===== config.mk =====
export PLATFORM = sky130hd
export DESIGN_NAME = amhi_merge
export DESIGN_NICKNAME = d
export VERILOG_FILES = /design/src/rtl/core/amhi_pkg.sv /design/src/rtl/core/amhi_merge.sv
export SDC_FILE = /design/constraint.sdc
export NUM_CORES = 1
export LEC_CHECK = 0
export BUFFER_PORTS_ARGS = -buffer_cell sky130_fd_sc_hd__buf_4
export CAP_MARGIN = 20
export CELL_PAD_IN_SITES_DETAIL_PLACEMENT = 0
export CELL_PAD_IN_SITES_GLOBAL_PLACEMENT = 2
export CORE_MARGIN = 4
export CORE_UTILIZATION = 34
export DETAILED_ROUTE_END_ITERATION = 6
export PLACE_DENSITY = 0.86
export SETUP_SLACK_MARGIN = 0.5
export SLEW_MARGIN = 20
export SYNTH_ARGS = -nofsm -noshare
export SYNTH_HDL_FRONTEND = slang
export SYNTH_SLANG_ARGS = --single-unit

===== constraint.sdc =====
create_clock -name clk -period 18.8 [get_ports clk]
set_input_delay 0.94 -clock clk [delete_from_list [all_inputs] [get_ports clk]]
set_output_delay 0.94 -clock clk [all_outputs]
set_load 0.02 [all_outputs]

===== src/rtl/core/amhi_pkg.sv =====
// ----------------------------------------------------------------------------
// amhi_pkg: shared types and constants of the axis motion homing integrator
// Register indexes, reset values, lane command and lane configuration bundles.
// ----------------------------------------------------------------------------
package amhi_pkg;

  localparam int COORD_BITS_DEF = 32;
  localparam int NUM_AXES       = 3;
  localparam int CFG_INDEX_BITS = 3;
  localparam int CFG_DATA_BITS  = 32;
  localparam int PARAM_BITS     = 31;
  localparam int STEP17_BITS    = 36;
  localparam int DIGIT_BITS     = 12;

  localparam logic [PARAM_BITS-1:0]           RST_MAX_SPEED  = 31'd1000;
  localparam logic [PARAM_BITS-1:0]           RST_STEP       = 31'd1000;
  localparam logic [PARAM_BITS-1:0]           RST_SLOW_RANGE = 31'd1000;
  localparam logic signed [CFG_DATA_BITS-1:0] RST_VEL_FLOOR  = 32'sh8000_0000;
  localparam logic signed [CFG_DATA_BITS-1:0] RST_VEL_CEIL   = 32'sh7fff_ffff;

  typedef enum logic [CFG_INDEX_BITS-1:0] {
    REG_HOMING_ENABLE = 3'd0,
    REG_MAX_SPEED     = 3'd1,
    REG_STEP          = 3'd2,
    REG_SLOW_RANGE    = 3'd3,
    REG_VEL_FLOOR     = 3'd4,
    REG_VEL_CEILING   = 3'd5
  } reg_index_t;

  typedef enum logic [1:0] {
    K_LOAD,
    K_TICK,
    K_HOME,
    K_CLAMP
  } lane_kind_t;

  typedef struct packed {
    logic       start;
    logic       go;
    lane_kind_t kind;
  } lane_cmd_t;

  typedef struct packed {
    logic [PARAM_BITS-1:0]           max_speed;
    logic [PARAM_BITS-1:0]           step;
    logic [PARAM_BITS-1:0]           slow_range;
    logic [STEP17_BITS-1:0]          step17;
    logic signed [CFG_DATA_BITS-1:0] lo;
    logic signed [CFG_DATA_BITS-1:0] hi;
  } lane_cfg_t;

endpackage


===== src/rtl/core/amhi_merge.sv =====
// ----------------------------------------------------------------------------
// amhi_merge: combines the per-axis offset magnitudes
// Registers the largest magnitude over the axes and ten times that value.
// ----------------------------------------------------------------------------
module amhi_merge #(
  parameter int OW = 33,
  parameter int DW = 37
) (
  input  logic                                  clk,
  input  logic                                  capture,
  input  logic [amhi_pkg::NUM_AXES-1:0][OW-1:0] ab,
  output logic [OW-1:0]                         dmax,
  output logic [DW-1:0]                         dmax10
);

  logic [OW-1:0] m01, m;

  assign m01 = (ab[0] > ab[1]) ? ab[0] : ab[1];
  assign m   = (ab[2] > m01) ? ab[2] : m01;

  always_ff @(posedge clk) begin
    if (capture) begin
      dmax   <= m;
      dmax10 <= (DW'(m) << 3) + (DW'(m) << 1);
    end
  end

endmodule

# After elaboration in Yosys (flattened, before gate mapping)
# Index checks and enable logic that the tools add are counted.
dict set report word_totals {
  register_bits 70
  wordCells 7
}
dict set report op_classes {
  n_addsub 1
  n_lt_le_gt_ge 2
  muxes 2
}
# cell count
set op_table {}
lappend op_table {{$gt A33 B33 Y1} 2}
lappend op_table {{$mux W33} 2}
lappend op_table {{$add A36 B34 Y37} 1}

# Depth between registers and ports, before layout
dict set report logic_depth {
  ltp_word 5
  ltp_mapped 31
  depth_no_buf 29
}

# Worst setup path after synthesis
# OpenSTA, ideal clock, no wires.
dict set report synth_timing {
  path_kind {input-to-reg}
  start {input ab[53] (netlist bit)}
  end {register dmax10[35], data pin}
  setup_ps 256
  arrival_time_ps 6822
  t_required_ps 18544
  setup_slack_ps 11721
  path_stages 30
  n_path_buf 3
  cell_sequence {inv_1 > ha_1 > a21o_1 > a2111oi_0 > o21ai_1 > o21ai_2 > buf_2 > mux2i_1 > ha_1 > a211oi_1 > o21a_1 > o21ai_1 > a2111oi_0 > a21o_1 > nand2b_1 > buf_2 > buf_2 > nor2_1 > a21oi_1 > ha_1 > inv_1 > fa_1 > nand2b_1 > a211oi_1 > o211ai_1 > a21oi_1 > nor3_1 > o21a_1 > or2_2 > a2bb2oi_1}
}
dict set report synth_via {
  elab_chain_len 5
}
# element line
set synth_lines {}
lappend synth_lines {{start, declared} amhi_merge.sv:11} ;# input logic [amhi_pkg::NUM_AXES-1:0][OW-1:0] ab,
lappend synth_lines {{$gt A33 B33 Y1} amhi_merge.sv:18} ;# assign m01 = (ab[0] > ab[1]) ? ab[0] : ab[1];
lappend synth_lines {{$mux W33 (*)} amhi_merge.sv:18}
lappend synth_lines {{$gt A33 B33 Y1} amhi_merge.sv:19} ;# assign m = (ab[2] > m01) ? ab[2] : m01;
lappend synth_lines {{$mux W33 (*)} amhi_merge.sv:19}
lappend synth_lines {{named net m[2]} amhi_merge.sv:16} ;# logic [OW-1:0] m01, m;
lappend synth_lines {{$add A36 B34 Y37 (*)} amhi_merge.sv:24} ;# dmax10 <= (DW'(m) << 3) + (DW'(m) << 1);
lappend synth_lines {{end signal, assigned} amhi_merge.sv:24}
lappend synth_lines {{end, declared} amhi_merge.sv:13} ;# output logic [DW-1:0] dmax10
# Mark *: on every way through the listed nets, which the timed path passes. The rest lies on a longest branch.
# A chain may end at the register's enable or synchronous reset.

# Worst setup path in the final report
dict set report layout_timing {
  start {input ab[11] (netlist bit)}
  end {register dmax10[35], data pin}
}
# The elaborated chain is that of the path after synthesis.

==> impl_metrics.ini <==
[clock_tree]
cts_max_level = 3
ctsResizeCount = 0
cts_tree = yes
clk_root_buffer_cell = clkbuf_16
numCtsBuffers = 9
clk_path_buf_depth = 2
postCtsSetupRepairBufs = 0
path_clk_slew_ns = 0.06
cts_sinks = 67
cts-hold-fix-buffers = 0

[placed_design]
place_congestion = 0.863
io_buffers = 169
post-dp-hpwl_um = 14700

[power_and_ir_drop]
max-vdd-ir-drop_mv = 0.0739
p_int_uw = 610
power_density_mw_per_mm2 = 133
p_leak_nw = 3.63
netSwitchingPower_uw = 428
power.total_mw = 1.04
p_sw_share_pct = 41.3
p_comb_share_pct = 57.3
clkPwrFrac_pct = 17.3
seqPwrFrac_pct = 25.4

[worst_hold_path]
hp-start = ab[67]
hold_class = input pin to register

[floorplanning]
num_rows = 48
design.core.area_mm2 = 0.0172
die_y_um = 141
pin_count = 171
die_area_mm2 = 0.0197
start_util_pct = 34.6
die_w_um = 141

[logic_synthesis]
async_reset_ff_share_pct = 0
synth_edf_count = 67
ys.warnings.count = 0
ys.flop_type = edfxtp_1
syn-instance-count = 627
syn_area_mm2 = 0.00597
syn_nets = 826
ys_ff_latch = 67
synth.distinct_cells = 60
syn_avg_cell_area_um2 = 9.52
ys_seq_area_share_pct = 33.7

[critical_path]
cp.required_ns = 18.89
crit_start = ab[11]
cp-start-kind = input pin
crit_fanout = 64
crit_top_cell = a21oi_1
cpPeakStageDelay_ns = 0.56
critPathKind = input pin to register
worst_setup_path_end_kind = register
cp_slowest_cell = a2111oi_0
arrival_ns = 8.48

[timing]
finalSetupTns_ns = 0
relSlewSlack_pct = 42.9
fmax_mhz = 119
hold_slack_ns = 1.05
hold_violations = 0
min_period_ns = 8.39
maxSlewViolCount = 0
tightest_slew_ns = 0.857
fin_crit_sh_pct = 44.7
rsz0062_at_grt = false
setup-violations-final = 0

[layout]
fillerInstances = 1651
syn2layout_area_growth_pct = 30.4
diodes = 0
fin_nets = 993
drive_gt1_share_pct = 24.5

[global_route]
grt_use_total_pct = 17.5
grt-ovfl-total = 0
grt_pass1_wl_um = 27700
antenna_found_initial = 0
grt_max_degree = 68
grt_pass1_vias = 5278

[detailed_routing]
ant_nets = 0
vias = 5329
drcViolationCount = 0
drt_first_pass_iters = 4
drt_first_iter_violations = 266
vias_per_cell = 5.20
routedWlPerCell_um = 17.2
wirelength_um = 17600

[status]
status = completed

[job]
max_cap_viol_count = 0
critical path: cells and delay by family:
kind | cells | cell delay, ns
AOI/OAI and AO/OA | 15 | 4.06
buffers and inverters | 3 | 0.62
and+or+nand+nor | 6 | 1.28
muxes | 1 | 0.29
adders and majority gates | 4 | 1.21
power by group through the flow:
stage	Sequential, mW	Combinational, mW	Clock, mW
after floorplan	0.331	0.333	0
after global placement	0.266	0.591	0
after detailed placement	0.266	0.595	0
after CTS	0.265	0.599	0.182
after global routing	0.269	0.655	0.190
final	0.264	0.595	0.180
final timing paths:
| kind | to | cells after the start | slack, ns |
|---|---|---|---|
| min | dmax[1] | 2 | 1.05 |
| max | dmax10[35] | 29 | 10.41 |
cell families (layout without fill, tap and decap cells):
family,Yosys count,count (layout),share of synthesized area [%]
simple gates,164,164,13.3
buf+inv,64,236,4.42
compound gates,177,177,18.9
flops,67,67,33.7
mux,32,32,5.41
fa+ha+maj,98,98,20.7
other cells,1,1,0.0628
xor+xnor,24,24,3.52
registers in the layout, indices dropped and copies added, names as in the netlist:
name	cells
dmax	33
dmax10	34
layer usage:
layer	global-route usage, %	part of all wire, %	vias up
met2	29.3	47	157
met4	3.93	1.7	0
met5	0	0	-
met3	3.82	6.0	23
met1	23.3	45	2469
li1	-	-	2680
cells in the final DEF, fill, tap and decap left out, types with 5 or more instances in the layout:
cell type / n
xnor2_1: 18
inv_1: 48
mux2i_1: 30
buf_4: 170
xor2_1: 6
o21ai_1: 10
nor3_1: 8
nand2_1: 30
a31oi_1: 5
nand2b_1: 9
a211oi_1: 8
and3_1: 5
a21oi_1: 72
nor2_1: 60
a21o_1: 16
ha_1: 97
nand3_1: 18
o21bai_1: 7
clkbuf_16: 9
o21a_1: 12
o21ai_0: 17
nand4_1: 12
nor2b_1: 6
edfxtp_1: 67
synth_stat cells, drive strengths merged, types with 3 or more instances:
cell type / instances / share of area, %
nand2b: 10 / 1.0
a211o: 3 / 0.44
a2111oi: 3 / 0.75
nand3: 18 / 1.5
o21bai: 7 / 0.88
nor2: 60 / 3.8
buf: 13 / 1.2
nor2b: 6 / 0.63
xnor2: 18 / 2.6
nand2: 30 / 1.9
a211oi: 8 / 1.0
ha: 97 / 20
mux2i: 30 / 5.0
a31oi: 5 / 0.52
o211ai: 4 / 0.50
inv: 50 / 3.1
nor3: 8 / 0.67
nand4: 12 / 1.3
edfxtp: 67 / 34
o21ai: 28 / 2.4
and3: 6 / 0.65
a21o: 16 / 2.0
xor2: 6 / 0.88
o21a: 12 / 1.5
o221ai: 3 / 0.54
and4: 4 / 0.59
a21oi: 73 / 6.2
per-stage QoR:
stage	util (%)	setup WS, ns	cell area (µm²)	instances
6_report	45.2	10.41	7780	1024
5_1_grt	45.2	9.78	7780	1024
4_1_cts	45.1	10.12	7780	1024
3_5_place_dp	43.3	9.81	7460	1008
3_3_place_gp	43.3	9.93	7460	1008
2_1_floorplan	-	11.72	5970	627
final cells by class:
class / count / area, µm² / share of cell area, %
tap: 225 / 282 / 3.62
timing repair buffer: 170 / 1280 / 16.4
clock inverter: 7 / 91.3 / 1.17
inverter: 50 / 188 / 2.41
multi-input combinational: 496 / 3710 / 47.7
clock buffer: 9 / 225 / 2.89
sequential: 67 / 2010 / 25.9
Power figures use the tool's default switching activity.
