--- config.mk ---
export PLATFORM = sky130hd
export DESIGN_NAME = amhi_lane
export DESIGN_NICKNAME = d
export VERILOG_FILES = /design/src/rtl/core/amhi_pkg.sv /design/src/rtl/core/amhi_muldiv.sv /design/src/rtl/core/amhi_lane.sv
export SDC_FILE = /design/constraint.sdc
export NUM_CORES = 2
export LEC_CHECK = 0
export BUFFER_PORTS_ARGS = -buffer_cell sky130_fd_sc_hd__buf_2
export CAP_MARGIN = 20
export CORE_MARGIN = 2
export CORE_UTILIZATION = 44
export DETAILED_ROUTE_END_ITERATION = 8
export PLACE_DENSITY = 0.62
export RECOVER_POWER = 25
export SETUP_SLACK_MARGIN = 0.2
export SLEW_MARGIN = 40
export SYNTH_ARGS = -nofsm -noshare
export SYNTH_HDL_FRONTEND = slang
export SYNTH_HIERARCHICAL = 1
export SYNTH_SLANG_ARGS = --single-unit
--- constraint.sdc ---
create_clock -name clk -period 23.1 [get_ports clk]
set_input_delay 1.155 -clock clk [delete_from_list [all_inputs] [get_ports clk]]
set_output_delay 1.155 -clock clk [all_outputs]
set_load 0.005 [all_outputs]
--- src/rtl/core/amhi_pkg.sv ---
// ----------------------------------------------------------------------------
// amhi_pkg: shared types and constants of the axis motion homing integrator
// Register indexes, reset values, lane command and lane configuration bundles.
// ----------------------------------------------------------------------------
package amhi_pkg;

  localparam int COORD_BITS_DEF = 32;
  localparam int NUM_AXES       = 3;
  localparam int CFG_INDEX_BITS = 3;
  localparam int CFG_DATA_BITS  = 32;
  localparam int PARAM_BITS     = 31;
  localparam int STEP17_BITS    = 36;
  localparam int DIGIT_BITS     = 12;

  localparam logic [PARAM_BITS-1:0]           RST_MAX_SPEED  = 31'd1000;
  localparam logic [PARAM_BITS-1:0]           RST_STEP       = 31'd1000;
  localparam logic [PARAM_BITS-1:0]           RST_SLOW_RANGE = 31'd1000;
  localparam logic signed [CFG_DATA_BITS-1:0] RST_VEL_FLOOR  = 32'sh8000_0000;
  localparam logic signed [CFG_DATA_BITS-1:0] RST_VEL_CEIL   = 32'sh7fff_ffff;

  typedef enum logic [CFG_INDEX_BITS-1:0] {
    REG_HOMING_ENABLE = 3'd0,
    REG_MAX_SPEED     = 3'd1,
    REG_STEP          = 3'd2,
    REG_SLOW_RANGE    = 3'd3,
    REG_VEL_FLOOR     = 3'd4,
    REG_VEL_CEILING   = 3'd5
  } reg_index_t;

  typedef enum logic [1:0] {
    K_LOAD,
    K_TICK,
    K_HOME,
    K_CLAMP
  } lane_kind_t;

  typedef struct packed {
    logic       start;
    logic       go;
    lane_kind_t kind;
  } lane_cmd_t;

  typedef struct packed {
    logic [PARAM_BITS-1:0]           max_speed;
    logic [PARAM_BITS-1:0]           step;
    logic [PARAM_BITS-1:0]           slow_range;
    logic [STEP17_BITS-1:0]          step17;
    logic signed [CFG_DATA_BITS-1:0] lo;
    logic signed [CFG_DATA_BITS-1:0] hi;
  } lane_cfg_t;

endpackage

--- src/rtl/core/amhi_muldiv.sv ---
// ----------------------------------------------------------------------------
// amhi_muldiv: sequential trunc(a * b / c) unit
// Digit-serial multiply, then one restoring quotient bit per cycle. The
// quotient saturates to all ones when it does not fit in QW bits.
// ----------------------------------------------------------------------------
module amhi_muldiv #(
  parameter int AW = 33,
  parameter int BW = 36,
  parameter int CW = 37,
  parameter int QW = 34
) (
  input  logic          clk,
  input  logic          rst,
  input  logic          start,
  input  logic [AW-1:0] a,
  input  logic [BW-1:0] b,
  input  logic [CW-1:0] c,
  output logic          done,
  output logic [QW-1:0] q
);

  localparam int PW = AW + BW;
  localparam int DG = amhi_pkg::DIGIT_BITS;
  localparam int ND = (BW + DG - 1) / DG;
  localparam int KW = (ND > 1) ? $clog2(ND) : 1;
  localparam int NW = (QW > 1) ? $clog2(QW) : 1;

  typedef enum logic [1:0] {M_IDLE, M_MUL, M_LOAD, M_DIV} md_state_t;

  md_state_t       state;
  logic [KW-1:0]   k;
  logic [NW-1:0]   cnt;
  logic [AW-1:0]   a_r;
  logic [BW-1:0]   b_r;
  logic [CW-1:0]   c_r;
  logic [PW-1:0]   acc;
  logic [CW-1:0]   rem;
  logic [QW-1:0]   lowq;

  logic [AW+DG-1:0] pp;
  logic [CW:0]      sh;
  logic             ge;

  assign pp = a_r * b_r[DG-1:0];
  assign sh = {rem, lowq[QW-1]};
  assign ge = sh >= {1'b0, c_r};
  assign q  = lowq;

  always_ff @(posedge clk) begin
    if (rst) begin
      state <= M_IDLE;
      done  <= 1'b0;
      k     <= '0;
      cnt   <= '0;
    end else begin
      done <= 1'b0;
      unique case (state)
        M_IDLE: begin
          if (start) begin
            a_r   <= a;
            b_r   <= b;
            c_r   <= c;
            acc   <= '0;
            k     <= '0;
            state <= M_MUL;
          end
        end
        M_MUL: begin
          acc <= acc + (PW'(pp) << (DG * k));
          b_r <= b_r >> DG;
          if (k == KW'(ND - 1)) begin
            state <= M_LOAD;
          end else begin
            k <= k + 1'b1;
          end
        end
        M_LOAD: begin
          if ((acc >> QW) >= PW'(c_r)) begin
            lowq  <= '1;
            done  <= 1'b1;
            state <= M_IDLE;
          end else begin
            rem   <= CW'(acc >> QW);
            lowq  <= acc[QW-1:0];
            cnt   <= '0;
            state <= M_DIV;
          end
        end
        M_DIV: begin
          rem  <= ge ? CW'(sh - {1'b0, c_r}) : sh[CW-1:0];
          lowq <= {lowq[QW-2:0], ge};
          if (cnt == NW'(QW - 1)) begin
            done  <= 1'b1;
            state <= M_IDLE;
          end else begin
            cnt <= cnt + 1'b1;
          end
        end
        default: state <= M_IDLE;
      endcase
    end
  end

endmodule

--- src/rtl/core/amhi_lane.sv ---
// ----------------------------------------------------------------------------
// amhi_lane: one axis of the motion integrator
// Holds position and velocity of its axis, computes the homing velocity with
// its own multiply-divide unit, then clamps the velocity and integrates it.
// ----------------------------------------------------------------------------
module amhi_lane #(
  parameter int CB = amhi_pkg::COORD_BITS_DEF,
  localparam int MW = (CB > 32) ? CB : 32,
  localparam int OW = MW + 1,
  localparam int DW = OW + 4
) (
  input  logic                clk,
  input  logic                rst,
  input  amhi_pkg::lane_cmd_t cmd,
  input  amhi_pkg::lane_cfg_t cfg,
  input  logic signed [31:0]  point,
  input  logic signed [31:0]  vector,
  input  logic [OW-1:0]       dmax,
  input  logic [DW-1:0]       dmax10,
  output logic [OW-1:0]       ab,
  output logic                done,
  output logic signed [CB-1:0] pos,
  output logic signed [CB-1:0] vel
);

  localparam int QB = OW + 1;
  localparam int VW = QB + 1;
  localparam int XW = VW + 1;
  localparam int BW = amhi_pkg::STEP17_BITS;
  localparam int PB = amhi_pkg::PARAM_BITS;

  typedef enum logic [3:0] {
    L_IDLE, L_WAIT, L_SOI, L_SOW, L_STI, L_STW, L_DMI, L_DMW, L_FIN
  } lane_state_t;

  lane_state_t          state;
  logic                 neg;
  logic [PB-1:0]        so;
  logic [PB-1:0]        stp;
  logic signed [VW-1:0] vh;

  logic                 md_start;
  logic                 md_done;
  logic [OW-1:0]        md_a;
  logic [BW-1:0]        md_b;
  logic [DW-1:0]        md_c;
  logic [QB-1:0]        md_q;

  logic signed [OW-1:0] off;
  logic signed [VW-1:0] dmv, want, last, stp_s, lo_l, hi_l, want_c;
  logic signed [XW-1:0] vsum;
  logic signed [CB-1:0] vfin;

  function automatic logic signed [CB-1:0] clampv(input logic signed [XW-1:0] x,
                                                  input logic signed [31:0] lo,
                                                  input logic signed [31:0] hi);
    logic signed [XW-1:0] cmax, cmin, v, l, h;
    cmax = XW'({1'b0, {(CB-1){1'b1}}});
    cmin = ~cmax;
    l    = XW'(lo);
    h    = XW'(hi);
    v    = (x > cmax) ? cmax : ((x < cmin) ? cmin : x);
    if (v > h) begin
      v = h;
    end else if (v < l) begin
      v = l;
    end
    v = (v > cmax) ? cmax : ((v < cmin) ? cmin : v);
    return v[CB-1:0];
  endfunction

  amhi_muldiv #(.AW(OW), .BW(BW), .CW(DW), .QW(QB)) u_muldiv (
    .clk   (clk),
    .rst   (rst),
    .start (md_start),
    .a     (md_a),
    .b     (md_b),
    .c     (md_c),
    .done  (md_done),
    .q     (md_q)
  );

  // Operands are chosen by the issue state; the unit latches them on start.
  always_comb begin
    md_start = 1'b0;
    md_a     = ab;
    md_b     = BW'(cfg.max_speed);
    md_c     = DW'(dmax);
    unique case (state)
      L_SOI: md_start = 1'b1;
      L_STI: begin
        md_start = (dmax != '0);
        md_b     = cfg.step17;
        md_c     = dmax10;
      end
      L_DMI: begin
        md_start = 1'b1;
        md_a     = OW'(so);
        md_c     = (cfg.slow_range == '0) ? DW'(1) : DW'(cfg.slow_range);
      end
      default: ;
    endcase
  end

  assign off    = OW'(point) - OW'(pos);
  assign dmv    = signed'({1'b0, md_q});
  assign want   = neg ? -dmv : dmv;
  assign last   = VW'(vel);
  assign stp_s  = signed'(VW'(stp));
  assign lo_l   = last - stp_s;
  assign hi_l   = last + stp_s;
  assign want_c = (want < lo_l) ? lo_l : ((want > hi_l) ? hi_l : want);
  assign vsum   = XW'(vh) + XW'(vector);
  assign vfin   = clampv(vsum, cfg.lo, cfg.hi);

  always_ff @(posedge clk) begin
    if (rst) begin
      state <= L_IDLE;
      done  <= 1'b0;
      pos   <= '0;
      vel   <= '0;
    end else begin
      done <= 1'b0;
      unique case (state)
        L_IDLE: begin
          if (cmd.start) begin
            unique case (cmd.kind)
              amhi_pkg::K_LOAD: begin
                pos  <= CB'(point);
                vel  <= clampv(XW'(vector), cfg.lo, cfg.hi);
                done <= 1'b1;
              end
              amhi_pkg::K_CLAMP: begin
                vel  <= clampv(XW'(vel), cfg.lo, cfg.hi);
                done <= 1'b1;
              end
              amhi_pkg::K_TICK: begin
                vh    <= VW'(vel);
                state <= L_FIN;
              end
              amhi_pkg::K_HOME: begin
                ab    <= off[OW-1] ? OW'(-off) : OW'(off);
                neg   <= off[OW-1];
                state <= L_WAIT;
              end
              default: ;
            endcase
          end
        end
        L_WAIT: begin
          if (cmd.go) begin
            if (dmax > OW'(cfg.max_speed)) begin
              state <= L_SOI;
            end else begin
              // The offset is already within the speed limit, so it is used as is.
              so    <= ab[PB-1:0];
              state <= L_STI;
            end
          end
        end
        L_SOI: state <= L_SOW;
        L_SOW: begin
          if (md_done) begin
            so    <= md_q[PB-1:0];
            state <= L_STI;
          end
        end
        L_STI: begin
          if (dmax == '0) begin
            stp   <= cfg.step;
            state <= L_DMI;
          end else begin
            state <= L_STW;
          end
        end
        L_STW: begin
          if (md_done) begin
            stp   <= (md_q < QB'(cfg.step)) ? md_q[PB-1:0] : cfg.step;
            state <= L_DMI;
          end
        end
        L_DMI: state <= L_DMW;
        L_DMW: begin
          if (md_done) begin
            vh    <= want_c;
            state <= L_FIN;
          end
        end
        L_FIN: begin
          vel   <= vfin;
          pos   <= pos + vfin;
          done  <= 1'b1;
          state <= L_IDLE;
        end
        default: state <= L_IDLE;
      endcase
    end
  end

endmodule

Word-level counts from Yosys, hierarchy flattened. Cells that the tools add are included.

Bits in registers: 457. Bits of input ports: 333. Output and inout bits: 98. Logic and storage cells: 209.

$add $sub $neg: 11. Multiply operators: 2. Magnitude comparators: 24. Eq/ne operators: 33. Shift operators: 1. Mux-type cells: 88. Bitwise gates (word level): 1. Reductions and logical operators: 28.

Operators with widths (number): $mux W36 (22); $mux W32 (10); $mux W31 (8); $mux W35 (6); $pmux W32 S2 (3); $pmux W37 S2 (2); $gt A36 B32 Y1 const B (4); $lt A36 B32 Y1 const B (4); $pmux W69 S2 (1); $pmux W31 S2 (2); $gt A36 B32 Y1 (3); $lt A36 B32 Y1 (3); $mux W37 (2); $pmux W36 S2 (1); $pmux W35 S2 (1); $add A69 B69 Y69 (1); $mux W69 (1); $shl A45 B6 Y69 (1); $pmux W34 S2 (1); $sub A32 B32 Y33 (2); $gt A32 B32 Y1 const B (2); $lt A32 B32 Y1 const B (2); $mul A33 B12 Y45 (1); $ge A38 B37 Y1 (1); 49 further kinds (104).

Logic depth before layout (Yosys ltp).
Depth in word-level cells: 16. Mapped depth: 46.

Hierarchy. Netlist, hierarchy kept.

By module, submodules not included: amhi_muldiv (times used 1, cells an instance 3625, area an instance 31387.6 um^2); amhi_lane (times used 1, cells an instance 3840, area an instance 30182.7 um^2).

Least setup slack after synthesis. OpenSTA, ideal clock, no wires.

Kind: input-to-reg. Start: in dmax[27]. End: reg u_muldiv.a_r[0], enable pin. Data arrival time: 9.116 ns. Required time: 22.404 ns. Setup slack: 13.288 ns. Stages on the path: 7. Path buffers: 0. Cell sequence: nor4_1 nand4_1 nor4_1 and4_1 o21a_1 nor3_1 nor4b_1.

Cells in the longest elaborated chain, start to end: 3.

RTL lines: start: declaration (line amhi_lane.sv:18) `input logic [OW-1:0] dmax,`; $reduce_bool A33 Y1 (line amhi_lane.sv:92) `md_start = (dmax != '0);`; $pmux W1 S2 (line amhi_lane.sv:89) `unique case (state)`; net md_start (line amhi_lane.sv:42) `logic md_start;`; $reduce_and A3 Y1 (no line); end signal: assignment (line amhi_muldiv.sv:60) `a_r <= a;`; end: declaration (line amhi_muldiv.sv:33) `logic [AW-1:0] a_r;`.

The timed path passes the listed nets, and every way through them passes these cells. A chain may end at the register's enable or synchronous reset.

Worst setup path in the final report.
Start: in vector[3]. End: reg pos[31].

Cells in the longest elaborated chain, start to end: 12. Elaborated cells on any way between the ends: 15. Classes of those cells: 2 x add/sub; 6 x order compare; 7 x mux.

RTL lines: start: declaration (line amhi_lane.sv:17) `input logic signed [31:0] vector,`; $add A35 B32 Y36 * (line amhi_lane.sv:113) `assign vsum = XW'(vh) + XW'(vector);`; $lt A36 B32 Y1 (line amhi_lane.sv:62) `v = (x > cmax) ? cmax : ((x < cmin) ? cmin : x);`; $mux W36 (line amhi_lane.sv:62); $mux W36 * (line amhi_lane.sv:62); $lt A36 B32 Y1 (line amhi_lane.sv:65) `end else if (v < l) begin`; $mux W36 (line amhi_lane.sv:65); $mux W36 * (line amhi_lane.sv:63) `if (v > h) begin`; $lt A36 B32 Y1 (line amhi_lane.sv:68) `v = (v > cmax) ? cmax : ((v < cmin) ? cmin : v);`; $mux W32 (line amhi_lane.sv:68); $mux W32 * (line amhi_lane.sv:68); $add A32 B32 Y32 * (line amhi_lane.sv:191) `pos <= pos + vfin;`; $pmux W32 S2 * (line amhi_lane.sv:124) `unique case (state)`; end signal: assignment (line amhi_lane.sv:129) `pos <= CB'(point);`; end signal: assignment (line amhi_lane.sv:191); end: declaration (line amhi_lane.sv:22) `output logic signed [CB-1:0] pos,`.

Mark *: on every way between the ends. The rest lies on a longest branch, timed or not.

==> summary.txt <==
Run status
  • Outcome: finished, violations left
  • Failing checks: capacitance limit, slew limit

Floorplan
  • Row cnt: 137
  • DIE WIDTH: 378 um
  • Initial Util: 44.2%
  • Die Y: 378 um
  • Core area: 0.139 sq mm
  • Ports: about 430
  • Die ar.: 0.143 sq mm

CTS
  • Clk pin slew, worst setup/hold paths: roughly 0.070 ns
  • Clock Latency Late Sink: between 0.7 and 0.8 ns
  • CTS sink count: 457
  • Post-CTS sizing: 0
  • CTS H-tree depth: 2
  • CTS tree: done
  • Clock root buffer: clkbuf_16
  • Setup bufs post-CTS: 0
  • # hold bufs at CTS: 0
  • Clock Tree Buf Depth: 3
  • Inserted Clock Buffers: between 50 and 60

Critical path
  • Slowest stage cell, crit path: o31ai_1
  • Data arrival, critical path: 12.58 ns
  • Worst Path Required: between 20 and 25 ns
  • Reg-to-Reg Start: vh[3]
  • Crit end category: flip-flop
  • Crit-path max FO: 27
  • Worst setup SP type: input pin
  • WS Path Type: input pin to flip-flop
  • Crit path launch: vector[3]
  • CP max stage delay: 0.68 ns

Synthesis
  • Flops & latches, synth: about 460
  • Mux contribution to synthesized area: 3.52%
  • Synth Area in Adders: 25.0%
  • Ys Warns: 6
  • Asr flop ratio synth: 0%
  • Synth top area cells: edfxtp_1, ha_1, fa_1
  • Sequential element share of the synthesized area: approximately a fifth
  • Main combinational cell family by area after synthesis: adder cells
  • Top FF cell, synth: edfxtp_1
  • Post-synthesis xor/xnor area fraction: under 10%
  • Net Count, Synth: 8837
  • EDFF count, synth: 377
  • Synth Area in Simple Gates: 17.1%
  • Synth area leader: edfxtp_1
  • Synthesized area: between 0.06 and 0.07 sq mm
  • Post-synthesis cell type count: 110
  • Mapped Avg Cell Area: 8.25 sq um
  • Yosys top cell area share: 18.4%
  • Cells after Synth: 7465
  • Post-synthesis compound-gate area fraction: a little over a fifth

Power
  • Peak supply drop: around 0.072 mV
  • Power per cell area: between 50 and 60 mW/mm^2
  • Total power: slightly below 4 mW
  • Leakage: 30.1 nW

Detailed routing
  • DR WL/cell: 27.0 um
  • Final ANT Viol Nets: 0
  • Number of DRC markers in iteration 0: 6156
  • Routed wire length: 258 mm
  • Vias: 58513
  • Total iterations of the first detailed-routing run: 6
  • Vias per std cell: 6.11
  • # DRC: 0

STA
  • Post-layout min period: 12.09 ns
  • Hold_ws: 0.474 ns
  • Max_slew headroom: -131%
  • Slew @ Worst Pin: 3.47 ns
  • Unrepaired setup endpoints after global routing: false
  • Setup violations, final: 0
  • Layout Skew: 0.123 ns
  • Final period util: 52.3%
  • Final hold vios: 0
  • TNS Setup: 0 ns
  • Peak Freq: 82.7 MHz
  • Final Max Tran Viols: 317

Placement
  • Port bufs: 430
  • GP Congestion: 1.04
  • Placed insts: 9448
  • DP HPWL: 208 mm

Global route
  • Largest net degree at the start of global routing: 100
  • Vias in the first global route: around 56000
  • First-pass GRT wire length: 375 mm
  • Antenna violations before repair: 26
  • Total global routing overflow: 0
  • Overall Global Routing Usage: 35.4%

Job
  • MaxCap Viol Count: 8

Finish
  • Multi-input logic area: approximately 0.045 sq mm
  • Nets: 9005
  • Non-filler cells, final: 9577
  • Layout cells sized above 1: 9.78%
  • Filler instances: approximately 14000
  • Register Area: 0.0129 sq mm
  • P&R area growth vs syn: 9.36%

Hold path
  • Hold path start: vel[11]
  • Worst min path class: flip-flop to flip-flop
[cells in the mapped netlist (39+ instances only)]
| library cell | number |
|---|---|
| clkbuf_1 | 395 |
| nor2b_1 | 56 |
| mux2_2 | 79 |
| and2_1 | 159 |
| nor2_1 | 516 |
| a31oi_1 | 52 |
| a211oi_1 | 61 |
| o21bai_1 | 46 |
| o211ai_1 | 74 |
| nor4_1 | 39 |
| ha_1 | 722 |
| inv_1 | 705 |
| nand2_1 | 937 |
| xor2_1 | 108 |
| mux2i_1 | 115 |
| o21ai_0 | 438 |
| and3_1 | 47 |
| o31ai_1 | 39 |
| edfxtp_1 | 377 |
| xnor2_1 | 239 |
| dfxtp_1 | 80 |
| nand2b_1 | 78 |
| fa_1 | 317 |
| nand3_1 | 114 |
| nand4_1 | 115 |
| a21o_1 | 242 |
| a21oi_1 | 530 |
| nor3_1 | 117 |
| o21a_1 | 62 |
[metrics by stage]
stage                     worst slack, ns  utilization, %  instance area [sq um]
after detailed placement            10.63            47.0                  65500
after floorplan                     13.29               -                  61600
after global routing                10.21            48.3                  67300
after global placement              10.83            46.9                  65300
final                               11.01            48.4                  67300
after CTS                           11.38            48.5                  67500
[sequential cells by signal, summed over array words and instances, names as in the netlist]
name / flops
ab: 33
done: 1
neg: 1
pos: 32
so: 31
state: 4
stp: 31
u_muldiv/a_r: 33
u_muldiv/acc: 69
u_muldiv/b_r: 36
u_muldiv/c_r: 37
u_muldiv/cnt: 6
u_muldiv/done: 1
u_muldiv/k: 2
u_muldiv/q: 34
u_muldiv/rem: 37
u_muldiv/state: 2
vel: 32
vh: 35
[final timing paths]
kind / endpoint / slack (ns) / cells past startpoint
max: pos[31] / 11.01 / 42
min: vel[11] / 0.47 / 2
max reg2reg: pos[31] / 11.21 / 41
min reg2reg: vel[11] / 0.47 / 2
[critical path, delay by kind of cell]
family	cells	cell delay, ns
adder cells (fa/ha/maj)	4	1.42
AND/OR/NAND/NOR	10	1.96
buffers and inverters	5	1.64
AO/OA/AOI/OAI	22	5.99
XOR/XNOR	1	0.35
[cell usage in the layout (no fill, tap or decap), types with 39 or more instances in the layout]
| cell type | instances |
|---|---|
| nand2_1 | 936 |
| ha_1 | 721 |
| inv_1 | 702 |
| a21oi_1 | 528 |
| nor2_1 | 510 |
| o21ai_0 | 430 |
| edfxtp_1 | 377 |
| buf_2 | 377 |
| fa_1 | 317 |
| a21o_1 | 242 |
| xnor2_1 | 233 |
| and2_1 | 151 |
| nand4_1 | 115 |
| mux2i_1 | 114 |
| nor3_1 | 114 |
| nand3_1 | 114 |
| xor2_1 | 107 |
| clkbuf_1 | 97 |
| dfxtp_1 | 78 |
| nand2b_1 | 77 |
| o211ai_1 | 74 |
| buf_4 | 72 |
| mux2_2 | 69 |
| o21a_1 | 62 |
| a211oi_1 | 60 |
| clkbuf_16 | 59 |
| nor2b_1 | 55 |
| a31oi_1 | 49 |
| and3_1 | 47 |
| o21bai_1 | 46 |
| o31ai_1 | 39 |
[logic make-up (layout without fill, tap and decap cells)]
| family | after synthesis | after routing |
|---|---|---|
| AO/OA/AOI/OAI | 1986 | 1986 |
| XOR/XNOR | 348 | 348 |
| adder cells (fa/ha/maj) | 1039 | 1039 |
| buffers and inverters | 1140 | 1357 |
| flip-flops | 457 | 457 |
| multiplexers | 200 | 200 |
| other | 0 | 19 |
| AND/OR/NAND/NOR | 2295 | 2295 |
[metal layers]
metal	global-route usage [%]	wire [um]	vias up
li1	-	-	26780
met1	48.9	111000	28480
met2	52.3	108000	2726
met3	8.09	25500	515
met4	16.0	13800	12
met5	0	83	-
[power by group]
part,switching [mW],total (mW),internal [mW],leakage (nW)
sequential,0.0371,0.959,0.922,4.08
combinational,1.29,1.97,0.682,25.1
clock,0.430,0.967,0.537,0.930
total,1.75,3.89,2.14,30.1
[layout make-up]
cell class,instances,area share [%]
timing repair buffer,539,4.13
inverter,708,3.95
clock buffer,70,2.28
clock inverter,40,0.643
antenna,19,0.0706
multi-input combinational,5868,66.2
sequential,457,19.2
tap,1876,3.49
No activity file was read; power rests on OpenSTA's default activity.
